--- src/rtl/r2p_pkg.sv ---
`timescale 1ns / 1ps

package r2p_pkg;

   localparam int FRAME_WIDTH_DEFAULT  = 128;
   localparam int FRAME_HEIGHT_DEFAULT = 32;

   localparam int PIXEL_W        = 8;
   localparam int COLUMN_BYTE_W  = 8;
   localparam int PAGE_INDEX_W   = 2;
   localparam int COLUMN_INDEX_W = 7;

   // Eight rows per band; the partial store keeps every bit but the bottom one.
   localparam int BAND_BITS   = 3;
   localparam int PARTIAL_W   = COLUMN_BYTE_W - 1;
   localparam logic [BAND_BITS-1:0] BAND_FIRST_ROW = '0;
   localparam logic [BAND_BITS-1:0] BAND_LAST_ROW  = '1;

endpackage

--- src/rtl/r2p_ram.sv ---
`timescale 1ns / 1ps

module r2p_ram #(
   parameter int WIDTH = 8,
   parameter int DEPTH = 128
) (
   input  logic                     clock,
   input  logic                     wr_en,
   input  logic [$clog2(DEPTH)-1:0] wr_addr,
   input  logic [WIDTH-1:0]         wr_data,
   input  logic                     rd_en,
   input  logic [$clog2(DEPTH)-1:0] rd_addr,
   output logic [WIDTH-1:0]         rd_data
);

   logic [WIDTH-1:0] mem_ff [DEPTH];
   logic [WIDTH-1:0] rd_data_ff;

   always_ff @(posedge clock) begin
      if (wr_en) begin
         mem_ff[wr_addr] <= wr_data;
      end
      if (rd_en) begin
         rd_data_ff <= mem_ff[rd_addr];
      end
   end

   assign rd_data = rd_data_ff;

endmodule

--- src/rtl/raster_to_page_column_packer.sv ---
`timescale 1ns / 1ps

// Raster to page column packer.
// The req channel carries one pixel per item in raster order, top row first and
// each row left to right; any nonzero value is a lit pixel. The rsp channel
// carries one packed column byte per item (bit 0 is the top row of the band)
// with its page and column, and frame_end marks the byte holding the frame's
// last pixel. A byte leaves when the bottom row of its band arrives, or at the
// last row of the frame for a short final band, so the bytes come out in
// page-major order.
// One pixel is accepted every clock while req_stall is low. The edge that accepts
// a byte's last pixel captures that pixel and reads the column store; the byte then
// moves from the pixel stage into the output register, which drives rsp.
// Reset clears the row and column counters and empties the pipeline; the column
// store is not cleared, since each band starts by overwriting its entry.
// While rsp_stall is high the output register holds its byte, and req keeps
// accepting pixels until a second finished byte is waiting in the pipeline.

module raster_to_page_column_packer
   import r2p_pkg::*;
#(
   parameter int FRAME_WIDTH  = FRAME_WIDTH_DEFAULT,
   parameter int FRAME_HEIGHT = FRAME_HEIGHT_DEFAULT
) (
   input  logic                      clock,
   input  logic                      reset,
   input  logic                      req_valid,
   output logic                      req_stall,
   input  logic [PIXEL_W-1:0]        req_pixel,
   output logic                      rsp_valid,
   input  logic                      rsp_stall,
   output logic [COLUMN_BYTE_W-1:0]  rsp_column_byte,
   output logic [PAGE_INDEX_W-1:0]   rsp_page_index,
   output logic [COLUMN_INDEX_W-1:0] rsp_column_index,
   output logic                      rsp_frame_end
);

   localparam int ColW = $clog2(FRAME_WIDTH);
   localparam int RowW = $clog2(FRAME_HEIGHT);
   localparam logic [ColW-1:0] ColLast = ColW'(FRAME_WIDTH - 1);
   localparam logic [RowW-1:0] RowLast = RowW'(FRAME_HEIGHT - 1);

   logic                      req_accept;
   logic [ColW-1:0]           column_count_ff, column_count_in;
   logic [RowW-1:0]           row_count_ff, row_count_in;

   logic                      s1_valid_ff, s1_valid_in;
   logic                      s1_lit_ff;
   logic [ColW-1:0]           s1_col_ff;
   logic [RowW-1:0]           s1_row_ff;

   logic [PARTIAL_W-1:0]      partial_rd;
   logic [COLUMN_BYTE_W-1:0]  lit_shift;
   logic [COLUMN_BYTE_W-1:0]  packed_byte;
   logic                      s1_last_row;
   logic                      s1_last_col;
   logic                      s1_emit;
   logic                      s1_advance;
   logic                      out_load;
   logic                      store_wr_en;

   logic                      rsp_valid_ff, rsp_valid_in;
   logic [COLUMN_BYTE_W-1:0]  rsp_column_byte_ff;
   logic [PAGE_INDEX_W-1:0]   rsp_page_index_ff;
   logic [COLUMN_INDEX_W-1:0] rsp_column_index_ff;
   logic                      rsp_frame_end_ff;

   assign req_accept = req_valid && !req_stall;

   // Raster position of the next pixel.
   always_comb begin
      column_count_in = column_count_ff;
      row_count_in    = row_count_ff;
      if (req_accept) begin
         if (column_count_ff == ColLast) begin
            column_count_in = '0;
            row_count_in    = (row_count_ff == RowLast) ? '0 : row_count_ff + 1'b1;
         end else begin
            column_count_in = column_count_ff + 1'b1;
         end
      end
   end

   // Pixel stage: the column store is read while the pixel is captured.
   assign s1_last_row = (s1_row_ff == RowLast);
   assign s1_last_col = (s1_col_ff == ColLast);
   assign s1_emit     = (s1_row_ff[BAND_BITS-1:0] == BAND_LAST_ROW) || s1_last_row;
   assign out_load    = !rsp_valid_ff || !rsp_stall;
   assign s1_advance  = s1_valid_ff && (!s1_emit || out_load);
   assign req_stall   = s1_valid_ff && !s1_advance;
   assign s1_valid_in = req_accept ? 1'b1 : (s1_advance ? 1'b0 : s1_valid_ff);

   assign lit_shift = COLUMN_BYTE_W'(s1_lit_ff) << s1_row_ff[BAND_BITS-1:0];

   always_comb begin
      if (s1_row_ff[BAND_BITS-1:0] == BAND_FIRST_ROW) begin
         packed_byte = COLUMN_BYTE_W'(s1_lit_ff);
      end else begin
         packed_byte = {1'b0, partial_rd} | lit_shift;
      end
   end

   assign store_wr_en = s1_advance && !s1_emit;

   r2p_ram #(
      .WIDTH (PARTIAL_W),
      .DEPTH (FRAME_WIDTH)
   ) u_partial_store (
      .clock   (clock),
      .wr_en   (store_wr_en),
      .wr_addr (s1_col_ff),
      .wr_data (packed_byte[PARTIAL_W-1:0]),
      .rd_en   (req_accept),
      .rd_addr (column_count_ff),
      .rd_data (partial_rd)
   );

   assign rsp_valid_in = out_load ? (s1_valid_ff && s1_emit) : rsp_valid_ff;

   always_ff @(posedge clock) begin
      if (reset) begin
         column_count_ff <= '0;
         row_count_ff    <= '0;
         s1_valid_ff     <= 1'b0;
         rsp_valid_ff    <= 1'b0;
      end else begin
         column_count_ff <= column_count_in;
         row_count_ff    <= row_count_in;
         s1_valid_ff     <= s1_valid_in;
         rsp_valid_ff    <= rsp_valid_in;
      end
   end

   always_ff @(posedge clock) begin
      if (req_accept) begin
         s1_lit_ff <= (req_pixel != '0);
         s1_col_ff <= column_count_ff;
         s1_row_ff <= row_count_ff;
      end
      if (out_load && s1_valid_ff && s1_emit) begin
         rsp_column_byte_ff  <= packed_byte;
         rsp_page_index_ff   <= PAGE_INDEX_W'(s1_row_ff >> BAND_BITS);
         rsp_column_index_ff <= COLUMN_INDEX_W'(s1_col_ff);
         rsp_frame_end_ff    <= s1_last_row && s1_last_col;
      end
   end

   assign rsp_valid        = rsp_valid_ff;
   assign rsp_column_byte  = rsp_column_byte_ff;
   assign rsp_page_index   = rsp_page_index_ff;
   assign rsp_column_index = rsp_column_index_ff;
   assign rsp_frame_end    = rsp_frame_end_ff;

   a_column_in_range : assert property (@(posedge clock) disable iff (reset)
      column_count_ff <= ColLast)
      else $error("Column counter left the frame.");

   a_row_in_range : assert property (@(posedge clock) disable iff (reset)
      row_count_ff <= RowLast)
      else $error("Row counter left the frame.");

   a_store_write_not_bottom : assert property (@(posedge clock) disable iff (reset)
      store_wr_en |-> (s1_row_ff[BAND_BITS-1:0] != BAND_LAST_ROW) && !s1_last_row)
      else $error("Finished byte written back to the column store.");

   a_frame_end_last_column : assert property (@(posedge clock) disable iff (reset)
      rsp_valid_ff && rsp_frame_end_ff |->
         rsp_column_index_ff == COLUMN_INDEX_W'(FRAME_WIDTH - 1))
      else $error("Frame end flagged away from the last column.");

   a_emit_loads_output : assert property (@(posedge clock) disable iff (reset)
      s1_advance && s1_emit |=> rsp_valid_ff)
      else $error("Finished byte left the pixel stage without reaching the output.");

endmodule

--- config.mk ---
export PLATFORM = sky130hd
export DESIGN_NAME = raster_to_page_column_packer
export DESIGN_NICKNAME = d
export VERILOG_FILES = /design/src/rtl/r2p_pkg.sv /design/src/rtl/r2p_ram.sv /design/src/rtl/raster_to_page_column_packer.sv
export SDC_FILE = /design/constraint.sdc
export NUM_CORES = 1
export LEC_CHECK = 0
export BUFFER_PORTS_ARGS = -buffer_cell sky130_fd_sc_hd__buf_2
export CAP_MARGIN = 10
export CORE_ASPECT_RATIO = 0.8
export CORE_MARGIN = 1
export CORE_UTILIZATION = 60
export DETAILED_ROUTE_END_ITERATION = 6
export PLACE_DENSITY = 0.82
export SYNTH_ARGS = -nofsm -noshare
export SYNTH_HDL_FRONTEND = slang
export SYNTH_HIERARCHICAL = 1
export SYNTH_SLANG_ARGS = --single-unit
--- constraint.sdc ---
create_clock -name clock -period 10.89 [get_ports clock]
set_input_delay 2.178 -clock clock [delete_from_list [all_inputs] [get_ports clock]]
set_output_delay 2.178 -clock clock [all_outputs]
set_load 0.01 [all_outputs]
==> impl_metrics.tcl, run 1 <==
set metrics [dict create \
    cts_hold_buf 0 \
    synth-seq-cells 948 \
    die_width_um 278 \
    vias_per_cell 7.29 \
    syn_avg_cell_area_um2 23.0 \
    via_count 18300 \
    syn_nets 1612 \
    areaGrowthSynthToFinish_pct 10.6 \
    yosysMostFrequentCell "edfxtp_1" \
    grt_pass1_wl_mm 128 \
    hp-class "flop to flop" \
    clk_pin_slew_worst_paths_ns 0.06 \
    clockRootBuffer "clkbuf_16" \
    endpoint_kind "output pin" \
    slew_viol_final 0 \
    drive_gt1_share_pct 28.6 \
    power.total_w 0.00756 \
    fin_crit_ns 5.12 \
    timing.fmax_mhz 195 \
    start_kind "input port" \
    synthArstFlopShare_pct 0 \
    start_util_pct 61.1 \
    die_area_um2 62100 \
    rsz0062_at_grt "false" \
    fill_cells 3429 \
    max_slew_margin_pct 5.75 \
    r2r-end "u_partial_store/rd_data[4]" \
    ff2ff_setup_slack_ns 6.29 \
    r2r_cells 6 \
    yosys_warnings 6 \
    r2r_start "column_count_ff[0]" \
    cts_buffer_depth 3 \
    first_pass_iters 5 \
    ant_nets 0 \
    synth_area_leaders "edfxtp_1 76%, mux4_2 18%, nor2_1 1.4%" \
    worst_pin_slew_ns 1.41 \
    first_global_vias 18100 \
    ys_seq_area_share_pct 77.3 \
    grt_overflow_total 0 \
    yosysTopAreaCellShare_pct 76.5 \
    tns_ns 0 \
    register_area_um2 28300 \
    htree_num_levels 3 \
    fin_worst_skew_ns 0.0297 \
    crit_fanout 7 \
    avgRoutedWirePerCell_um 35.5 \
    synth_cell_types 36 \
    drc 0 \
    required_ns 8.71 \
    synth_commonest_cells "934 x edfxtp_1, 294 x mux4_2, 141 x nor2_1" \
    grt_max_degree 117 \
    ys_dominant_reg_cell "edfxtp_1" \
    num_io_pins 32 \
    numCtsBuffers 88 \
    cp.arrival_ns 2.94 \
    clk_latency_ns 0.64 \
    power.density_nw_per_um2 186 \
    post_cts_buffers 0 \
    place.gp.congestion 0.822 \
    coreArea_um2 60100 \
    routed_wirelength_mm 89.0 \
    track_usage_pct 29.3 \
    synth_edf_count 934 \
    hold_depth 0 \
    setup_viol 0 \
    finalNetCount 1674 \
    hold_path_end "rsp_page_index[1]" \
    irDropWorstVdd_mv 0.129 \
    path_class "input port to output pin" \
    hpwl_mm 47.5 \
    cts_sinks 948 \
    hp-start "s1_row_ff[4]" \
    p_leak_nw 12.1 \
    tritoncts "yes" \
    multi_input_area_um2 8020 \
    portBuffers 31 \
    antenna_found_initial 4 \
    hold_violations 0 \
    period_share_pct 47.0 \
    outcome "finished clean" \
    synth_top_cell_by_area "edfxtp_1" \
    rows 80 \
    maxCapViolCount 0 \
    synthesis.instances 1597 \
    cts_resized 0 \
    dieHeight_um 223 \
    drt-initial-drc-count 3071 \
    synth_area_um2 36700 \
]
stage by stage:
stage	hold WS, ns	utilization [%]	worst slack [ns]	instance area (µm²)	std cells
floorplan	0.426	-	6.07	36700	1597
global placement	0.438	62.7	5.77	37700	2346
detailed placement	0.475	62.7	5.80	37700	2346
CTS	0.488	67.5	5.79	40500	2506
global route	0.497	67.5	5.66	40500	2508
finish	0.484	67.5	5.77	40500	2511
report_power, final:
group,switching [W],internal [W]
Sequential,0.0000292,0.00406
Combinational,0.000242,0.000159
Clock,0.00132,0.00175
Total,0.00159,0.00597
state kept, by name (all words and copies together), names as in the netlist:
register	flops
u_partial_store/rd_data	7
rsp_column_byte	8
row_count_ff	5
s1_row_ff	5
rsp_frame_end	1
s1_col_ff	7
rsp_valid	1
column_count_ff	7
s1_valid_ff	1
s1_lit_ff	1
u_partial_store/mem_ff	896
rsp_column_index	7
rsp_page_index	2
cells by family (layout without fill, tap and decap cells):
kind of cell,count (synthesis),in the layout,share of synthesized area [%]
flops,948,948,77.3
fa+ha+maj,3,3,0.102
compound gates,26,26,0.433
mux,304,304,18.4
buf+inv,84,216,1.05
simple gates,227,227,2.68
other cells,0,3,0
xor+xnor,5,5,0.119
critical path, cell delays in order:
cell	delay, ns
buf_2	0.10
nand3_1	0.27
nor2_1	0.23
buf_2	0.16
layout make-up:
cell class / count / share of cell area [%]
clock buffers: 123 / 6.09
repair buffers: 55 / 0.861
inverters: 1 / 0.00926
diodes: 3 / 0.0185
multi-input cells: 565 / 19.8
well taps: 779 / 2.40
clock inverters: 37 / 0.920
flip-flops and latches: 948 / 69.9
layout by cell type, fill, tap and decap left out, types with 5 or more instances in the layout:
| master | Yosys | routed |
|---|---|---|
| edfxtp_1 | 934 | 934 |
| mux4_2 | 294 | 294 |
| nor2_1 | 141 | 138 |
| clkbuf_16 | 0 | 92 |
| buf_2 | 5 | 31 |
| clkbuf_1 | 50 | 26 |
| nand2_1 | 26 | 23 |
| buf_4 | 15 | 21 |
| nand3_1 | 16 | 16 |
| clkinv_1 | 0 | 14 |
| o21ai_0 | 10 | 10 |
| nor3_1 | 13 | 10 |
| a21oi_1 | 10 | 10 |
| clkinv_2 | 0 | 10 |
| dfxtp_1 | 14 | 9 |
| bufinv_16 | 0 | 7 |
| mux2_2 | 8 | 7 |
| nor2b_1 | 7 | 7 |
| nand4_1 | 5 | 5 |
| xor2_1 | 5 | 5 |
| clkbuf_8 | 0 | 5 |
how the worst max path moves through the flow:
stage                 to  cells after the start  slack [ns]  startpoint
2_1_floorplan  req_stall                      2        6.07   rsp_stall
3_3_place_gp   req_stall                      4        5.77   rsp_stall
3_5_place_dp   req_stall                      4        5.80   rsp_stall
4_1_cts        req_stall                      4        5.79   rsp_stall
5_1_grt        req_stall                      4        5.66   rsp_stall
6_report       req_stall                      4        5.77   rsp_stall
layer usage:
| metal | track usage (%) | routed length, µm | vias up |
|---|---|---|---|
| li1 | - | - | 6879 |
| met1 | 41.8 | 31900 | 9570 |
| met2 | 44.8 | 42100 | 1598 |
| met3 | 7.92 | 11600 | 262 |
| met4 | 10.1 | 3420 | 4 |
| met5 | 0 | 29 | - |
(Power assumes the default switching activity.)
==> run 2: changes to the inputs <==
==> constraint.sdc (replaced) <==
create_clock -name clock -period 5.1 [get_ports clock]
set_input_delay 1.02 -clock clock [delete_from_list [all_inputs] [get_ports clock]]
set_output_delay 1.02 -clock clock [all_outputs]
set_load 0.01 [all_outputs]
==> run 2 against run 1 <==
  * Via count is 1.8% lower
  * Worst setup slack worse by 4.5 ns
  * Global-route usage up 0.21 points
  * Critical endpoint is now u_partial_store/mem_ff[104][6]
  * Critical path type is now flop to flop
  * Largest power group unchanged
  * Combinational power grew 120%
  * Cell count rose by 0.64%
  * Sequential power rose by 110%
  * Register-to-register slack lost 5.1 ns
  * Hold slack lost 0.034 ns
  * Routed wire length shrank 0.44%
  * Sequential share of layout area is 0.15 points lower
  * Count of clock-buffer cells in the layout down 9
  * First-iteration DRC count down 9.6%
==> impl_metrics.tcl, run 2 (synthesized netlist as in run 1, its figures left out) <==
set metrics [dict create \
    grt_overflow_total 0 \
    coreArea_um2 60100 \
    dieHeight_um 223 \
    routed_wirelength_mm 88.6 \
    antenna_found_initial 3 \
    mostFrequentLayoutCells "934 x edfxtp_1, 294 x mux4_2, 138 x nor2_1" \
    die_width_um 278 \
    track_usage_pct 29.6 \
    hp-class "flop to flop" \
    vias_per_cell 7.12 \
    irDropWorstVdd_mv 0.275 \
    timing.fmax_mhz 258 \
    first_pass_iters 6 \
    path_class "flop to flop" \
    p_leak_nw 12.2 \
    place.gp.congestion 0.872 \
    regMostFlops "u_partial_store/mem_ff" \
    hpwl_mm 49.3 \
    tritoncts "yes" \
    clockRootBuffer "clkbuf_16" \
    cts_hold_buf 0 \
    htree_num_levels 3 \
    fin_worst_skew_ns 0.0338 \
    endpoint_kind "flop" \
    start_util_pct 61.1 \
    clk_pin_slew_worst_paths_ns 0.07 \
    setup_viol 0 \
    maxCapViolCount 0 \
    numCtsBuffers 86 \
    portBuffers 31 \
    slew_viol_final 0 \
    period_share_pct 75.9 \
    power.density_nw_per_um2 394 \
    fin_crit_ns 3.87 \
    tns_ns 0 \
    drt-initial-drc-count 2776 \
    cts_resized 0 \
    drc 0 \
    largest_reg_flops 896 \
    first_global_vias 17900 \
    areaGrowthSynthToFinish_pct 10.8 \
    cp.arrival_ns 4.14 \
    ant_nets 0 \
    crit_fanout 13 \
    rows 80 \
    cts_buffer_depth 3 \
    max_slew_margin_pct 13.3 \
    timing.final.ws_setup_ns 1.23 \
    outcome "finished clean" \
    start_kind "flop" \
    post_cts_buffers 0 \
    clk_latency_ns 0.65 \
    crit_start "s1_row_ff[1]" \
    grt_max_degree 98 \
    finalNetCount 1689 \
    r2r_start "s1_row_ff[1]" \
    worst_pin_slew_ns 1.30 \
    avgRoutedWirePerCell_um 35.1 \
    num_io_pins 32 \
    hp-start "s1_row_ff[4]" \
    hold_violations 0 \
    pre_cts_ws_ns 1.63 \
    required_ns 5.37 \
    antennaDiodeCount 0 \
    grt_pass1_wl_mm 128 \
    layout_commonest_cell "edfxtp_1" \
    via_count 18000 \
    drive_gt1_share_pct 29.4 \
    cts_sinks 948 \
    rsz0062_at_grt "false" \
    die_area_um2 62100 \
]
## run 2: cell types whose count changed in the layout (fill, tap and decap cells not counted), moves of 4 or more
| cell | previous run | this run |
|---|---|---|
| buf_4 | 21 | 33 |
| clkinv_2 | 10 | 19 |
| clkbuf_1 | 26 | 21 |
| buf_12 | 1 | 5 |
## run 2: final timing paths
check,end,cells after the start,slack (ns)
worst min-delay path,rsp_page_index[1],0,0.45
worst min register to register,rsp_page_index[1],0,0.45
worst max register to register,u_partial_store/mem_ff[104][6],5,1.23
worst max-delay path,u_partial_store/mem_ff[104][6],5,1.23
## run 2: worst max-delay path, stage by stage (launching register included)
cell	delay (ns)
edfxtp_1	0.54
nand3_2	0.29
and2_1	0.48
nor2b_1	0.39
nand2_1	0.87
nor2_1	0.90
## run 2: metal layers
metal  GRT usage [%]  part of all wire [%]
met1            42.3                    36
met2            45.9                    48
met3            7.70                    13
met4            8.39                   3.1
met5               0                 0.015
## run 2: power by group
| part | total (W) | internal (W) | leakage [nW] | switching, W |
|---|---|---|---|---|
| clock network | 0.00639 | 0.00360 | 1.37 | 0.00279 |
| registers | 0.00872 | 0.00867 | 8.53 | 0.0000515 |
| logic | 0.000895 | 0.000347 | 2.26 | 0.000548 |
| total | 0.0160 | 0.0126 | 12.2 | 0.00339 |
## run 2: metrics by stage
step	cell area [µm²]	instances	utilization (%)	total power (W)	hold WS, ns
after floorplan	36700	1597	-	0.00946	0.426
after global placement	37800	2362	63.0	0.00973	0.451
after detailed placement	37800	2362	63.0	0.00976	0.438
after CTS	40600	2524	67.6	0.0161	0.453
after global routing	40600	2527	67.6	0.0164	0.461
final	40600	2527	67.6	0.0160	0.450
## run 2: area by class of cell
| cell class | count | area [µm²] |
|---|---|---|
| clock buffers | 114 | 2370 |
| clock inverters | 48 | 407 |
| fillers | 3392 | 19400 |
| inverters | 1 | 3.75 |
| multi-input cells | 565 | 8000 |
| flip-flops and latches | 948 | 28300 |
| well taps | 779 | 975 |
| repair buffers | 72 | 523 |
